File: src/sv/crz_pkg.sv
// ----------------------------------------------------------------------------
// crz_pkg
// Shared types and constants of the circle rasterizer: field widths, command
// and register codes, reset values and the job word passed from front to back.
// ----------------------------------------------------------------------------
package crz_pkg;

  localparam int XY_W    = 12;
  localparam int RAD_W   = 11;
  localparam int ORG_W   = 11;
  localparam int PIX_W   = 14;
  localparam int DEC_W   = 18;
  localparam int COLOR_W = 24;
  localparam int DATA_W  = 32;
  localparam int ADDR_W  = 4;

  localparam int QUEUE_DEPTH = 4;
  localparam int QPTR_W      = $clog2(QUEUE_DEPTH);
  localparam int QCNT_W      = $clog2(QUEUE_DEPTH + 1);

  localparam int IDX_W = 3;
  localparam logic [IDX_W-1:0] START_LAST_IDX = IDX_W'(4);
  localparam logic [IDX_W-1:0] ADV_LAST_IDX   = IDX_W'(7);

  localparam logic [ORG_W-1:0]   ORIGIN_X_RST   = ORG_W'(320);
  localparam logic [ORG_W-1:0]   ORIGIN_Y_RST   = ORG_W'(240);
  localparam logic [COLOR_W-1:0] DRAW_COLOR_RST = 24'hFFFFFF;

  typedef enum logic {
    OP_START   = 1'b0,
    OP_ADVANCE = 1'b1
  } crz_op_t;

  typedef enum logic {
    RULE_BRESENHAM = 1'b0,
    RULE_MIDPOINT  = 1'b1
  } crz_rule_t;

  typedef enum logic [1:0] {
    REG_ORIGIN_X   = 2'd0,
    REG_ORIGIN_Y   = 2'd1,
    REG_DRAW_COLOR = 2'd2
  } crz_reg_t;

  typedef struct packed {
    logic                    start;
    logic                    done;
    logic signed [PIX_W-1:0] sx;
    logic signed [PIX_W-1:0] sy;
    logic signed [XY_W-1:0]  px;
    logic signed [XY_W-1:0]  py;
  } crz_job_t;

endpackage

File: src/sv/crz_if.sv
// ----------------------------------------------------------------------------
// crz_cmd_if / crz_pix_if
// Valid/ready channels of the rasterizer: command words in, pixel words out.
// ----------------------------------------------------------------------------
interface crz_cmd_if #(
  parameter int COORD_BITS = 12
);
  logic                         valid;
  logic                         ready;
  logic                         opcode;
  logic signed [COORD_BITS-1:0] center_x;
  logic signed [COORD_BITS-1:0] center_y;
  logic [crz_pkg::RAD_W-1:0]    radius;
  logic                         algorithm;

  modport source (output valid, opcode, center_x, center_y, radius, algorithm,
                  input ready);
  modport sink   (input valid, opcode, center_x, center_y, radius, algorithm,
                  output ready);
endinterface

interface crz_pix_if;
  logic                             valid;
  logic                             ready;
  logic signed [crz_pkg::PIX_W-1:0] pixel_x;
  logic signed [crz_pkg::PIX_W-1:0] pixel_y;
  logic [crz_pkg::COLOR_W-1:0]      pixel_color;
  logic                             last;
  logic                             done_res;

  modport source (output valid, pixel_x, pixel_y, pixel_color, last, done_res,
                  input ready);
  modport sink   (input valid, pixel_x, pixel_y, pixel_color, last, done_res,
                  output ready);
endinterface

File: src/sv/crz_front.sv
// ----------------------------------------------------------------------------
// crz_front
// Command front end: latch a circle on start, take one octant step on advance
// and push a job word describing the pixels to emit.
// ----------------------------------------------------------------------------
module crz_front #(
  parameter int COORD_BITS = 12
) (
  input  logic                       clk,
  input  logic                       rst,
  crz_cmd_if.sink                    cmd,
  input  logic [crz_pkg::ORG_W-1:0]  origin_x,
  input  logic [crz_pkg::ORG_W-1:0]  origin_y,
  input  logic                       q_full,
  output logic                       push,
  output crz_pkg::crz_job_t          job
);

  localparam int PW = crz_pkg::PIX_W;
  localparam int XW = crz_pkg::XY_W;
  localparam int DW = crz_pkg::DEC_W;
  localparam int SW = ((COORD_BITS > PW) ? COORD_BITS : PW) + 1;

  logic signed [XW-1:0] step_x;
  logic signed [XW-1:0] step_y;
  logic signed [DW-1:0] decision;
  logic signed [PW-1:0] screen_center_x;
  logic signed [PW-1:0] screen_center_y;
  logic                 rule_select;
  logic                 active;

  logic                 fire;
  logic                 is_start;
  logic signed [SW-1:0] cx_ext, cy_ext, ox_ext, oy_ext;
  logic signed [PW-1:0] scx_start, scy_start;
  logic signed [DW-1:0] rad_d, dec_start;
  logic                 neg;
  logic signed [XW-1:0] x_next, y_next;
  logic signed [DW-1:0] xd, yd, xnd, ynd, dec_next;
  logic                 done;

  assign fire     = cmd.valid && cmd.ready;
  assign is_start = (cmd.opcode == crz_pkg::OP_START);
  assign cmd.ready = !q_full;

  always_comb begin
    cx_ext    = {{(SW-COORD_BITS){cmd.center_x[COORD_BITS-1]}}, cmd.center_x};
    cy_ext    = {{(SW-COORD_BITS){cmd.center_y[COORD_BITS-1]}}, cmd.center_y};
    ox_ext    = {{(SW-crz_pkg::ORG_W){1'b0}}, origin_x};
    oy_ext    = {{(SW-crz_pkg::ORG_W){1'b0}}, origin_y};
    scx_start = PW'(ox_ext + cx_ext);
    scy_start = PW'(oy_ext - cy_ext);
    rad_d     = {{(DW-crz_pkg::RAD_W){1'b0}}, cmd.radius};
    if (cmd.algorithm == crz_pkg::RULE_MIDPOINT) begin
      dec_start = DW'(1) - rad_d;
    end else begin
      dec_start = DW'(3) - (rad_d <<< 1);
    end
  end

  always_comb begin
    neg    = decision[DW-1];
    x_next = step_x + XW'(1);
    y_next = neg ? step_y : step_y - XW'(1);
    xd     = {{(DW-XW){step_x[XW-1]}}, step_x};
    yd     = {{(DW-XW){step_y[XW-1]}}, step_y};
    xnd    = {{(DW-XW){x_next[XW-1]}}, x_next};
    ynd    = {{(DW-XW){y_next[XW-1]}}, y_next};
    if (rule_select == crz_pkg::RULE_MIDPOINT) begin
      if (neg) begin
        dec_next = decision + (xnd <<< 1) + DW'(1);
      end else begin
        dec_next = decision + ((xnd - ynd) <<< 1) + DW'(1);
      end
    end else begin
      if (neg) begin
        dec_next = decision + (xd <<< 2) + DW'(6);
      end else begin
        dec_next = decision + ((xd - yd) <<< 2) + DW'(10);
      end
    end
    done = (x_next > y_next);
  end

  always_comb begin
    push = fire && (is_start || active);
    if (is_start) begin
      job.start = 1'b1;
      job.done  = 1'b0;
      job.sx    = scx_start;
      job.sy    = scy_start;
      job.px    = '0;
      job.py    = {{(XW-crz_pkg::RAD_W){1'b0}}, cmd.radius};
    end else begin
      job.start = 1'b0;
      job.done  = done;
      job.sx    = screen_center_x;
      job.sy    = screen_center_y;
      job.px    = x_next;
      job.py    = y_next;
    end
  end

  always_ff @(posedge clk) begin
    if (rst) begin
      step_x          <= '0;
      step_y          <= '0;
      decision        <= '0;
      screen_center_x <= '0;
      screen_center_y <= '0;
      rule_select     <= 1'b0;
      active          <= 1'b0;
    end else if (fire) begin
      if (is_start) begin
        step_x          <= '0;
        step_y          <= {{(XW-crz_pkg::RAD_W){1'b0}}, cmd.radius};
        decision        <= dec_start;
        screen_center_x <= scx_start;
        screen_center_y <= scy_start;
        rule_select     <= cmd.algorithm;
        active          <= 1'b1;
      end else if (active) begin
        step_x   <= x_next;
        step_y   <= y_next;
        decision <= dec_next;
        if (done) begin
          active <= 1'b0;
        end
      end
    end
  end

endmodule

File: src/sv/crz_queue.sv
// ----------------------------------------------------------------------------
// crz_queue
// Short job queue between front and back end.
// ----------------------------------------------------------------------------
module crz_queue (
  input  logic              clk,
  input  logic              rst,
  input  logic              push,
  input  crz_pkg::crz_job_t push_job,
  input  logic              pop,
  output logic              full,
  output logic              empty,
  output crz_pkg::crz_job_t head
);

  localparam int DEPTH = crz_pkg::QUEUE_DEPTH;
  localparam int PTR_W = crz_pkg::QPTR_W;
  localparam int CNT_W = crz_pkg::QCNT_W;

  crz_pkg::crz_job_t entries [DEPTH];
  logic [PTR_W-1:0]  wr_ptr;
  logic [PTR_W-1:0]  rd_ptr;
  logic [CNT_W-1:0]  count;
  logic              do_push;
  logic              do_pop;

  assign full    = (count == CNT_W'(DEPTH));
  assign empty   = (count == '0);
  assign head    = entries[rd_ptr];
  assign do_push = push && !full;
  assign do_pop  = pop && !empty;

  always_ff @(posedge clk) begin
    if (do_push) begin
      entries[wr_ptr] <= push_job;
    end
  end

  always_ff @(posedge clk) begin
    if (rst) begin
      wr_ptr <= '0;
      rd_ptr <= '0;
      count  <= '0;
    end else begin
      if (do_push) begin
        wr_ptr <= (wr_ptr == PTR_W'(DEPTH - 1)) ? '0 : wr_ptr + PTR_W'(1);
      end
      if (do_pop) begin
        rd_ptr <= (rd_ptr == PTR_W'(DEPTH - 1)) ? '0 : rd_ptr + PTR_W'(1);
      end
      if (do_push && !do_pop) begin
        count <= count + CNT_W'(1);
      end else if (do_pop && !do_push) begin
        count <= count - CNT_W'(1);
      end
    end
  end

endmodule

File: src/sv/crz_back.sv
// ----------------------------------------------------------------------------
// crz_back
// Pixel back end: walk the head job through the mirror pattern one pixel
// per cycle while the sink is ready; hold each word in the output register.
// ----------------------------------------------------------------------------
module crz_back (
  input  logic                        clk,
  input  logic                        rst,
  input  crz_pkg::crz_job_t           head,
  input  logic                        empty,
  input  logic [crz_pkg::COLOR_W-1:0] draw_color,
  output logic                        pop,
  crz_pix_if.source                   pix
);

  localparam int PW = crz_pkg::PIX_W;
  localparam int XW = crz_pkg::XY_W;
  localparam int IW = crz_pkg::IDX_W;

  logic [IW-1:0]                 idx;
  logic                          out_valid;
  logic signed [PW-1:0]          out_x;
  logic signed [PW-1:0]          out_y;
  logic [crz_pkg::COLOR_W-1:0]   out_color;
  logic                          out_last;
  logic                          out_done;

  logic                 load;
  logic                 at_last;
  logic signed [PW-1:0] xe, ye, u, v;

  assign load    = !empty && (!out_valid || pix.ready);
  assign at_last = (idx == (head.start ? crz_pkg::START_LAST_IDX
                                        : crz_pkg::ADV_LAST_IDX));
  assign pop     = load && at_last;

  always_comb begin
    xe = {{(PW-XW){head.px[XW-1]}}, head.px};
    ye = {{(PW-XW){head.py[XW-1]}}, head.py};
    u  = '0;
    v  = '0;
    unique case ({head.start, idx})
      {1'b1, 3'd0}: begin u = '0;  v = '0;  end
      {1'b1, 3'd1}: begin u = '0;  v = -ye; end
      {1'b1, 3'd2}: begin u = '0;  v = ye;  end
      {1'b1, 3'd3}: begin u = ye;  v = '0;  end
      {1'b1, 3'd4}: begin u = -ye; v = '0;  end
      {1'b0, 3'd0}: begin u = xe;  v = -ye; end
      {1'b0, 3'd1}: begin u = ye;  v = -xe; end
      {1'b0, 3'd2}: begin u = xe;  v = ye;  end
      {1'b0, 3'd3}: begin u = ye;  v = xe;  end
      {1'b0, 3'd4}: begin u = -xe; v = -ye; end
      {1'b0, 3'd5}: begin u = -ye; v = -xe; end
      {1'b0, 3'd6}: begin u = -xe; v = ye;  end
      {1'b0, 3'd7}: begin u = -ye; v = xe;  end
      default:      begin u = '0;  v = '0;  end
    endcase
  end

  always_ff @(posedge clk) begin
    if (rst) begin
      idx       <= '0;
      out_valid <= 1'b0;
    end else if (load) begin
      idx       <= at_last ? '0 : idx + IW'(1);
      out_valid <= 1'b1;
    end else if (pix.ready) begin
      out_valid <= 1'b0;
    end
  end

  always_ff @(posedge clk) begin
    if (load) begin
      out_x     <= head.sx + u;
      out_y     <= head.sy + v;
      out_color <= draw_color;
      out_last  <= at_last;
      out_done  <= head.done;
    end
  end

  assign pix.valid       = out_valid;
  assign pix.pixel_x     = out_x;
  assign pix.pixel_y     = out_y;
  assign pix.pixel_color = out_color;
  assign pix.last        = out_last;
  assign pix.done_res    = out_done;

endmodule

File: src/sv/circle_rasterizer.sv
// ----------------------------------------------------------------------------
// circle_rasterizer
// Circle rasterizer with Bresenham or midpoint rule, one octant step per
// advance, eight mirrored pixels per step, APB register port.
// Path: a taken command's job word is registered in the job queue, and each
// pixel word in the single output register. Output: one pixel word per cycle
// while the sink is ready, eight words per advance and five per start; a
// four-deep job queue lets commands run ahead. An advance while idle is
// taken and yields no word. Reset: synchronous, clears the queue and circle
// state, loads register defaults.
// ----------------------------------------------------------------------------
module circle_rasterizer #(
  parameter int COORD_BITS = 12
) (
  input  logic                        clk,
  input  logic                        rst,
  crz_cmd_if.sink                     cmd,
  crz_pix_if.source                   pix,
  input  logic                        psel,
  input  logic                        penable,
  input  logic                        pwrite,
  input  logic [crz_pkg::ADDR_W-1:0]  paddr,
  input  logic [crz_pkg::DATA_W-1:0]  pwdata,
  output logic [crz_pkg::DATA_W-1:0]  prdata,
  output logic                        pready
);

  logic [crz_pkg::ORG_W-1:0]   origin_x;
  logic [crz_pkg::ORG_W-1:0]   origin_y;
  logic [crz_pkg::COLOR_W-1:0] draw_color;

  logic              push;
  logic              pop;
  logic              q_full;
  logic              q_empty;
  crz_pkg::crz_job_t push_job;
  crz_pkg::crz_job_t head;
  logic              cfg_wr;
  logic [1:0]        reg_idx;

  assign pready  = 1'b1;
  assign cfg_wr  = psel && penable && pwrite && pready;
  assign reg_idx = paddr[3:2];

  always_ff @(posedge clk) begin
    if (rst) begin
      origin_x   <= crz_pkg::ORIGIN_X_RST;
      origin_y   <= crz_pkg::ORIGIN_Y_RST;
      draw_color <= crz_pkg::DRAW_COLOR_RST;
    end else if (cfg_wr) begin
      unique case (reg_idx)
        crz_pkg::REG_ORIGIN_X:   origin_x   <= pwdata[crz_pkg::ORG_W-1:0];
        crz_pkg::REG_ORIGIN_Y:   origin_y   <= pwdata[crz_pkg::ORG_W-1:0];
        crz_pkg::REG_DRAW_COLOR: draw_color <= pwdata[crz_pkg::COLOR_W-1:0];
        default: begin
        end
      endcase
    end
  end

  always_comb begin
    unique case (reg_idx)
      crz_pkg::REG_ORIGIN_X:   prdata = crz_pkg::DATA_W'(origin_x);
      crz_pkg::REG_ORIGIN_Y:   prdata = crz_pkg::DATA_W'(origin_y);
      crz_pkg::REG_DRAW_COLOR: prdata = crz_pkg::DATA_W'(draw_color);
      default:                 prdata = '0;
    endcase
  end

  crz_front #(
    .COORD_BITS(COORD_BITS)
  ) u_front (
    .clk      (clk),
    .rst      (rst),
    .cmd      (cmd),
    .origin_x (origin_x),
    .origin_y (origin_y),
    .q_full   (q_full),
    .push     (push),
    .job      (push_job)
  );

  crz_queue u_queue (
    .clk      (clk),
    .rst      (rst),
    .push     (push),
    .push_job (push_job),
    .pop      (pop),
    .full     (q_full),
    .empty    (q_empty),
    .head     (head)
  );

  crz_back u_back (
    .clk        (clk),
    .rst        (rst),
    .head       (head),
    .empty      (q_empty),
    .draw_color (draw_color),
    .pop        (pop),
    .pix        (pix)
  );

endmodule

File: src/flat_wrapper.sv
// flat-port wrapper written by rule: the top's interface ports become plain ports
module circle_rasterizer_flat 
#(
  parameter int COORD_BITS = 12
)
  (clk, rst, psel, penable, pwrite, paddr, pwdata, prdata, pready, cmd_valid, cmd_opcode, cmd_center_x, cmd_center_y, cmd_radius, cmd_algorithm, cmd_ready, pix_valid, pix_pixel_x, pix_pixel_y, pix_pixel_color, pix_last, pix_done_res, pix_ready);
  crz_cmd_if #(.COORD_BITS(COORD_BITS)) cmd_i ();
  crz_pix_if pix_i ();
  input  logic clk;
  input  logic rst;
  input  logic psel;
  input  logic penable;
  input  logic pwrite;
  input  logic [crz_pkg::ADDR_W-1:0] paddr;
  input  logic [crz_pkg::DATA_W-1:0] pwdata;
  output logic [crz_pkg::DATA_W-1:0] prdata;
  output logic pready;
  input wire logic [$bits(cmd_i.valid)-1:0] cmd_valid;
  input wire logic [$bits(cmd_i.opcode)-1:0] cmd_opcode;
  input wire logic [$bits(cmd_i.center_x)-1:0] cmd_center_x;
  input wire logic [$bits(cmd_i.center_y)-1:0] cmd_center_y;
  input wire logic [$bits(cmd_i.radius)-1:0] cmd_radius;
  input wire logic [$bits(cmd_i.algorithm)-1:0] cmd_algorithm;
  output wire logic [$bits(cmd_i.ready)-1:0] cmd_ready;
  output wire logic [$bits(pix_i.valid)-1:0] pix_valid;
  output wire logic [$bits(pix_i.pixel_x)-1:0] pix_pixel_x;
  output wire logic [$bits(pix_i.pixel_y)-1:0] pix_pixel_y;
  output wire logic [$bits(pix_i.pixel_color)-1:0] pix_pixel_color;
  output wire logic [$bits(pix_i.last)-1:0] pix_last;
  output wire logic [$bits(pix_i.done_res)-1:0] pix_done_res;
  input wire logic [$bits(pix_i.ready)-1:0] pix_ready;
  assign cmd_i.valid = cmd_valid;
  assign cmd_i.opcode = cmd_opcode;
  assign cmd_i.center_x = cmd_center_x;
  assign cmd_i.center_y = cmd_center_y;
  assign cmd_i.radius = cmd_radius;
  assign cmd_i.algorithm = cmd_algorithm;
  assign cmd_ready = cmd_i.ready;
  assign pix_valid = pix_i.valid;
  assign pix_pixel_x = pix_i.pixel_x;
  assign pix_pixel_y = pix_i.pixel_y;
  assign pix_pixel_color = pix_i.pixel_color;
  assign pix_last = pix_i.last;
  assign pix_done_res = pix_i.done_res;
  assign pix_i.ready = pix_ready;
  circle_rasterizer #(.COORD_BITS(COORD_BITS)) u_core (.clk(clk), .rst(rst), .cmd(cmd_i), .pix(pix_i), .psel(psel), .penable(penable), .pwrite(pwrite), .paddr(paddr), .pwdata(pwdata), .prdata(prdata), .pready(pready));
endmodule
File: config.mk
export PLATFORM = sky130hd
export DESIGN_NAME = circle_rasterizer_flat
export DESIGN_NICKNAME = d
export VERILOG_FILES = /design/src/sv/crz_pkg.sv /design/src/sv/crz_if.sv /design/src/sv/crz_front.sv /design/src/sv/crz_queue.sv /design/src/sv/crz_back.sv /design/src/sv/circle_rasterizer.sv /design/src/flat_wrapper.sv
export SDC_FILE = /design/constraint.sdc
export NUM_CORES = 1
export LEC_CHECK = 0
export ABC_AREA = 0
export BUFFER_PORTS_ARGS = -buffer_cell sky130_fd_sc_hd__clkbuf_2
export CAP_MARGIN = 20
export CORE_UTILIZATION = 55
export CTS_CLUSTER_DIAMETER = 60
export DETAILED_ROUTE_END_ITERATION = 6
export GPL_TIMING_DRIVEN = 0
export PLACE_DENSITY_LB_ADDON = 0.05
export SLEW_MARGIN = 30
export SYNTH_ARGS = -nofsm -noshare
export SYNTH_HDL_FRONTEND = slang
export SYNTH_SLANG_ARGS = --single-unit
File: constraint.sdc
create_clock -name clk -period 4.7 [get_ports clk]
set_input_delay 0.47 -clock clk [delete_from_list [all_inputs] [get_ports clk]]
set_output_delay 0.47 -clock clk [all_outputs]
set_load 0.005 [all_outputs]
==> flow_metrics.tcl, run 1 <==
set metrics [dict create \
    status "finished, violations left" \
    violations "design-rule violations, negative setup slack" \
    comb_power_share_pct 35.4 \
    synth.yosys.seq_area_share_pct 45.4 \
    dieArea_um2 42700 \
    synth.distinct_cells 79 \
    drive_gt1_share_pct 21.9 \
    slew_viol_final 0 \
    nNetsFinal 2743 \
    leakagePower_nw 10.9 \
    cts_max_path_buffers 3 \
    cpPeakStageDelay_ns 0.55 \
    place_inst 2888 \
    drt-total-wl_um 65100 \
    drc 22 \
    drt-wirelength-per-cell_um 21.4 \
    synth_ff_type "edfxtp_1" \
    grt_pass1_vias 17600 \
    grt_pass1_wl_um 98000 \
    cts_made_buffers 44 \
    cp.required_ns 5.13 \
    syn_to_final_growth_pct 19.8 \
    worstSetupPathType "reg -> reg" \
    antenna_found_initial 4 \
    ioPinCount 169 \
    maxCapViolCount 0 \
    clk_pin_slew_ns 0.07 \
    dpl-instance-area_um2 24600 \
    cts_max_level 2 \
    mostFrequentLayoutCells "262 x edfxtp_1, 234 x nand2_1, 193 x nor2_1" \
    async_flop_share_pct 0 \
    route.antenna.remaining_nets 0 \
    relSlewSlack_pct 26.6 \
    min_period_ns 4.77 \
    hpwl_um 47800 \
    worst_slew_pin_slew_ns 1.09 \
    cp_cell_sequence "clkbuf_16, buf_12, xnor2_4, ha_2, fa_2, nor2b_2, o21ai_2, a21boi_2, o21a_1, nor2_2, xnor2_2, ha_2, or4_4, or3_4, o221a_4, nand4_1, o21ai_2, xor2_2, mux4_2, a21oi_2, nor3_1" \
    initial_core_util_pct 56.0 \
    io_buffers 144 \
    nFillCells 3236 \
    postCtsHoldBufs 0 \
    crit_path_start_kind "flop" \
    synth_top_area_share_pct 34.1 \
    cts_root_buf "clkbuf_16" \
    tritoncts "yes" \
    slowest_stage "or4_4" \
    clock_power_share_pct 28.5 \
    ys_seq_elements 391 \
    regToRegStartpoint "u_core.u_front.decision[17]$_SDFFE_PP0P_" \
    end_kind "flop" \
    ys_top_cells_by_area "edfxtp_1 34%, dfxtp_1 11%, ha_1 9.8%, mux4_2 5.3%, nand2_1 3.9%" \
    fin_ws_ns -0.0657 \
    pwr_density_cell_nw_per_um2 419 \
    grt-ovfl-total 0 \
    grt_max_degree 49 \
    clk_latency_ns 0.57 \
    cts_sinks 391 \
    timing.fmax_mhz 210 \
    rows 74 \
    yosysWarnings 0 \
    core_area_um2 41100 \
    p_total_mw 11.6 \
    power_switching_mw 3.88 \
    hp-class "in -> reg" \
    finalSetupViolations 3 \
    die_w_um 207 \
    yosysTopAreaCell "edfxtp_1" \
    synth_cells 2199 \
    final_common_cell "edfxtp_1" \
    synth-edff-count 262 \
    final_cells 3041 \
    cp.arrival_ns 5.19 \
    min_from "pwdata[21]" \
    num_vias 18300 \
    dr.pass1.iters 7 \
    dieHeight_um 207 \
    drtIter0Drc 1461 \
    period_share_pct 101 \
    switching_share_pct 33.5 \
    rsz0062_at_grt "true" \
    worst_ir_drop_vdd_uv 263 \
    synth_area_um2 23000 \
    vias_per_cell 6.00 \
    skew_ns 0.0251 \
    whs_ns 0.120 \
    fin_area_um2 27600 \
    avgSynthCellArea_um2 10.5 \
    path_max_fanout 4 \
    hold_violations 0 \
    gp_congestion 0.948 \
    worstSetupStartpoint "u_core.u_front.decision[17]$_SDFFE_PP0P_" \
    seq_power_share_pct 36.1 \
    grtUsageTotal_pct 30.2 \
    cellInternalPower_mw 7.70 \
]
logic make-up after synthesis:
| logic type | synth area share [%] |
|---|---|
| and+or+nand+nor | 13.3 |
| other | 0.0326 |
| buffers and inverters | 3.16 |
| DFF | 45.4 |
| AOI/OAI and AO/OA | 13.8 |
| muxes | 7.38 |
| adders and majority gates | 10.7 |
| xor gates and xnor gates | 6.27 |
flip-flops by register name, indices dropped and copies added, names as in the netlist, 2 cells and up, named ones only:
signal / cells
u_core.u_queue.entries: 208
u_core.draw_color: 24
u_core.u_back.pix.pixel_color: 24
u_core.u_front.decision: 18
u_core.u_back.pix.pixel_x: 14
u_core.u_back.pix.pixel_y: 14
u_core.u_front.screen_center_x: 13
u_core.u_front.screen_center_y: 13
u_core.u_front.step_x: 12
u_core.u_front.step_y: 12
u_core.origin_x: 11
u_core.origin_y: 11
u_core.u_back.idx: 3
u_core.u_queue.count: 3
u_core.u_queue.rd_ptr: 2
u_core.u_queue.wr_ptr: 2
path summary, 6_finish.rpt:
kind	slack [ns]	end	cells after the start
min	0.12	u_core.draw_color[21]$_SDFFE_PP1P_	3
max	-0.07	u_core.u_front.decision[13]$_SDFFE_PP0P_	21
max reg2reg	-0.07	u_core.u_front.decision[13]$_SDFFE_PP0P_	21
min reg2reg	0.46	u_core.u_back.pix.pixel_color[14]$_DFFE_PP_	0
power groups by stage:
stage          Sequential (mW)  Clock, mW  Combinational [mW]
2_1_floorplan             4.23          0                2.38
3_3_place_gp              4.25          0                3.29
3_5_place_dp              4.25          0                3.39
4_1_cts                   4.18       3.36                3.66
5_1_grt                   4.21       3.48                4.45
6_report                  4.18       3.30                4.10
metrics by stage:
stage	utilization, %	worst slack, ns	TNS (ns)
6_report	67.2	-0.0657	-0.155
3_5_place_dp	59.9	-0.979	-13.15
5_1_grt	67.2	-0.223	-1.06
2_1_floorplan	-	-0.0154	-0.0154
3_3_place_gp	59.5	-1.00	-169.86
4_1_cts	65.3	-0.145	-0.179
final cells by class:
class | instances | area [um^2] | share of cell area, %
Multi-Input combinational cell | 1635 | 12800 | 46.3
Sequential cell | 391 | 10500 | 38.0
Timing Repair Buffer | 223 | 1440 | 5.23
Clock buffer | 60 | 1220 | 4.43
Tap cell | 532 | 666 | 2.41
Buffer | 91 | 494 | 1.79
Inverter | 86 | 334 | 1.21
Clock inverter | 22 | 174 | 0.630
Antenna cell | 1 | 2.50 | 0.00906
worst max-delay path, delay by kind of cell (launching register included):
family	cells	cell delay [ns]
buffers and inverters	2	0.30
AO/OA/AOI/OAI	6	0.93
XOR/XNOR	3	0.47
multiplexers	1	0.48
adder cells (fa/ha/maj)	3	0.79
AND/OR/NAND/NOR	6	1.28
flip-flops	1	0.37
what timing repair did:
action	in CTS	in global routing
gates resized for setup	121	105
gates cloned	0	0
buffers inserted	39	34
pin swaps	46	82
setup endpoints to repair	25	16
cells in the mapped netlist, drive strengths merged, types with 6 or more instances:
cell / number
a21o: 34
xnor2: 102
nand2: 241
a211o: 6
edfxtp: 262
a21boi: 6
a211oi: 30
a221oi: 6
nor3: 43
mux4: 54
and3: 8
or2: 7
dfxtp: 129
o21a: 16
o2111ai: 7
o221ai: 7
mux2i: 46
nand3: 37
o211ai: 7
o31a: 7
nor2b: 25
fa: 11
clkbuf: 70
nor4: 9
a222oi: 9
nor2: 195
or3: 23
a21oi: 150
inv: 86
a31oi: 11
xor2: 63
nand2b: 16
o21ai: 134
o21bai: 8
buf: 24
and2: 39
ha: 180
a22oi: 14
metal layers:
layer / up-vias / GRT usage, % / wire (um)
met5: - / 0 / 41
met4: 6 / 14.0 / 2890
met3: 167 / 5.67 / 4570
met2: 670 / 47.9 / 29900
met1: 8798 / 40.1 / 27700
li1: 8614 / - / -
Note: power is estimated with default switching activity, not from simulation.
==> run 2: changes to the inputs <==
Settings changed: CORE_UTILIZATION 55 to 56, PLACE_DENSITY_LB_ADDON 0.05 to 0.1, SYNTH_HIERARCHICAL set to 1.
==> run 2 against run 1 <==
  * The flow now finishes without violations
  * Highest routed layer unchanged
  * Critical endpoint is now u_core/u_front/decision[16]$_SDFFE_PP0P_
  * Critical path type unchanged
  * Die area rose by 3.3%
  * Largest power group is now combinational logic
  * Clock skew fell by 0.015 ns
  * Critical path depth did not move
==> flow_metrics.tcl, run 2 <==
set metrics [dict create \
    status "finished clean" \
    max_flop_register "u_core/u_queue/entries" \
    cp.required_ns 5.16 \
    grtUsageTotal_pct 30.9 \
    cts_max_level 2 \
    min_period_ns 4.61 \
    synth.distinct_cells 93 \
    dieHeight_um 210 \
    seqCellArea_um2 10700 \
    endpoint "u_core/u_front/decision[16]$_SDFFE_PP0P_" \
    dr.pass1.iters 5 \
    synthAdderAreaFrac_pct 10.2 \
    synth.most_common_cell "edfxtp_1" \
    cp.arrival_ns 5.07 \
    grt_max_degree 42 \
    slew_viol_final 0 \
    use_met2_pct 50.5 \
    hp-class "in -> reg" \
    yosysTopAreaCell "edfxtp_1" \
    rsz0062_at_grt "true" \
    synth_compound_area_share_pct 14.1 \
    ioPinCount 169 \
    cts_sinks 399 \
    path_max_fanout 5 \
    drt-total-wl_um 68100 \
    hold_violations 0 \
    initial_core_util_pct 57.3 \
    cts_made_buffers 46 \
    worst_ir_drop_vdd_uv 362 \
    nNetsFinal 2829 \
    synth_top_area_share_pct 33.4 \
    relSlewSlack_pct 33.5 \
    grt-ovfl-total 0 \
    maxCapViolCount 0 \
    worstReg2RegEnd "u_core/u_front/decision[16]$_SDFFE_PP0P_" \
    async_flop_share_pct 0 \
    use_met3_pct 5.47 \
    n_antenna_cell 0 \
    worstSetupStartpoint "u_core/u_front/step_y[0]$_SDFFE_PP0P_" \
    rows 75 \
    dieArea_um2 44100 \
    drive_gt1_share_pct 18.5 \
    synth_area_um2 24200 \
    yosysWarnings 6 \
    ys_top_cells_by_area "edfxtp_1 33%, dfxtp_1 11%, ha_1 9.3%, mux4_2 5.3%, o21ai_0 3.6%" \
    ys_top_cells_by_count "270 x edfxtp_1, 226 x nor2_1, 180 x ha_1, 180 x nand2_1, 173 x o21ai_0" \
    synth_top_family_by_area "simple AND/OR/NAND/NOR gates" \
    place_inst 3060 \
    regToRegStartpoint "u_core/u_front/step_y[0]$_SDFFE_PP0P_" \
    largest_register_ffs 216 \
    synthSimpleGateAreaFrac_pct 14.2 \
    clk_latency_ns 0.58 \
    drt-wirelength-per-cell_um 21.5 \
    mostFrequentLayoutCells "270 x edfxtp_1, 223 x nor2_1, 180 x nand2_1" \
    reg2reg_depth 21 \
    period_share_pct 98.1 \
    slowest_stage "or4b_4" \
    synth.yosys.seq_area_share_pct 44.1 \
    busiest_layer "met2" \
    drc 0 \
    gp_congestion 0.986 \
    postCtsHoldBufs 0 \
    synth-edff-count 270 \
    die_w_um 210 \
    path_buf_inv 3 \
    multi_input_area_um2 13100 \
    synth_ff_type "edfxtp_1" \
    timing.fmax_mhz 217 \
    final_common_cell "edfxtp_1" \
    grt_use_met1_pct 41.0 \
    crit_cells 21 \
    finalSetupViolations 0 \
    cts_root_buf "clkbuf_16" \
    grt_pass1_vias 18600 \
    synth_mux_area_share_pct 8.37 \
    cp_cell_sequence "inv_2, ha_1, or4b_4, nor3_4, xnor2_2, ha_4, or3_1, o21ai_2, a21oi_2, buf_4, a21o_1, a21oi_2, xnor2_2, ha_1, nand4_1, o211ai_1, buf_4, a311o_1, xor2_1, a221oi_2, a211oi_1" \
    nFillCells 3341 \
    fin_ws_ns 0.0878 \
    leakagePower_nw 11.0 \
    clk_pin_slew_ns 0.06 \
    antenna_found_initial 4 \
    cp_top_family "compound AO/OA/AOI/OAI gates" \
    tritoncts "yes" \
    vias_per_cell 6.05 \
    synth-xor-area-share_pct 5.20 \
    worstSetupPathType "reg -> reg" \
    num_vias 19200 \
    ys_seq_elements 399 \
    hpwl_um 50700 \
    drtIter0Drc 1653 \
    end_kind "flop" \
    grt_pass1_wl_um 105000 \
    skew_ns 0.00985 \
    synth_cells 2324 \
    crit_path_start_kind "flop" \
    avgSynthCellArea_um2 10.4 \
    r2r_slack_ns 0.09 \
    route.antenna.remaining_nets 0 \
    core_area_um2 42300 \
    final_cells 3172 \
    preCtsSetupSlack_ns -0.980 \
    pwr_density_cell_nw_per_um2 438 \
    cpPeakStageDelay_ns 0.51 \
    io_buffers 147 \
    worst_slew_pin_slew_ns 0.997 \
    syn_to_final_growth_pct 16.0 \
    cts_max_path_buffers 3 \
]
## run 2: cell count changes after synthesis, sizes merged, moves of 10 or more
cell,previous run,this run
xor2,63,52
mux2i,46,71
nor2,195,227
a21oi,150,133
buf,24,44
or4,2,12
nand2,241,180
nand2b,16,52
o21ai,134,177
and3,8,19
a211oi,30,41
clkbuf,70,57
xnor2,102,92
## run 2: power breakdown
part	leakage, nW	switching (mW)	internal (mW)
Clock	0.739	1.48	2.08
Combinational	6.71	2.58	1.81
Sequential	3.50	0.162	4.21
Total	11.0	4.23	8.10
## run 2: cell type report
type / count / area share [%]
clock buffer: 57 / 4.43
tap: 577 / 2.57
timing repair buffer: 186 / 3.99
inverter: 97 / 1.33
buffer: 94 / 2.02
clock inverter: 28 / 0.983
multi-input combinational: 1734 / 46.6
sequential: 399 / 38.1
## run 2: per-layer routing
layer	vias to the layer above	share of wire, %
li1	9025	-
met1	9315	42
met2	701	47
met3	145	6.9
met4	8	3.5
met5	-	0.085
## run 2: cells by family (layout without fill, tap and decap cells)
logic type,after synthesis,after routing
compound gates,545,545
xor+xnor,144,144
fa+ha+maj,191,191
buf+inv,198,462
flops,399,399
mux,131,131
other cells,2,9
simple gates,714,714
## run 2: worst min path at each step
| stage | startpoint | end | depth (start not counted) |
|---|---|---|---|
| global route | pwdata[15] | u_core/draw_color[15]$_SDFFE_PP1P_ | 3 |
| finish | pwdata[16] | u_core/draw_color[16]$_SDFFE_PP1P_ | 3 |
| detailed placement | u_core/draw_color[18]$_SDFFE_PP1P_ | u_core/u_back/pix.pixel_color[18]$_DFFE_PP_ | 0 |
| floorplan | u_core/draw_color[11]$_SDFFE_PP1P_ | u_core/u_back/pix.pixel_color[11]$_DFFE_PP_ | 0 |
| global placement | u_core/draw_color[13]$_SDFFE_PP1P_ | u_core/u_back/pix.pixel_color[13]$_DFFE_PP_ | 0 |
| CTS | pwdata[16] | u_core/draw_color[16]$_SDFFE_PP1P_ | 3 |
## run 2: worst register-to-register path, stage by stage, from the launching register on
cell      delay [ns]
dfxtp_4         0.38
inv_2           0.07
ha_1            0.15
or4b_4          0.51
nor3_4          0.27
xnor2_2         0.14
ha_4            0.20
or3_1           0.36
o21ai_2         0.08
a21oi_2         0.08
buf_4           0.16
a21o_1          0.18
a21oi_2         0.19
xnor2_2         0.11
ha_1            0.35
nand4_1         0.11
o211ai_1        0.09
buf_4           0.16
a311o_1         0.35
xor2_1          0.16
a221oi_2        0.28
a211oi_1        0.11
## run 2: through the flow
step / utilization [%] / TNS, ns / power, mW / area, um^2 / hold WS (ns)
global placement: 60.8 / -6.51 / 8.34 / 25700 / 0.433
detailed placement: 61.1 / -7.80 / 8.48 / 25900 / 0.441
finish: 66.5 / 0 / 12.3 / 28100 / 0.143
CTS: 65.4 / -0.0195 / 12.2 / 27700 / 0.121
global route: 66.5 / -0.0630 / 12.9 / 28100 / 0.152
floorplan: - / 0 / 7.27 / 24300 / 0.423
## run 2: what timing repair did
item,in CTS,in global routing
setup endpoints to repair,21,16
buffers inserted,10,24
gates resized for setup,50,68
pin swaps,6,32
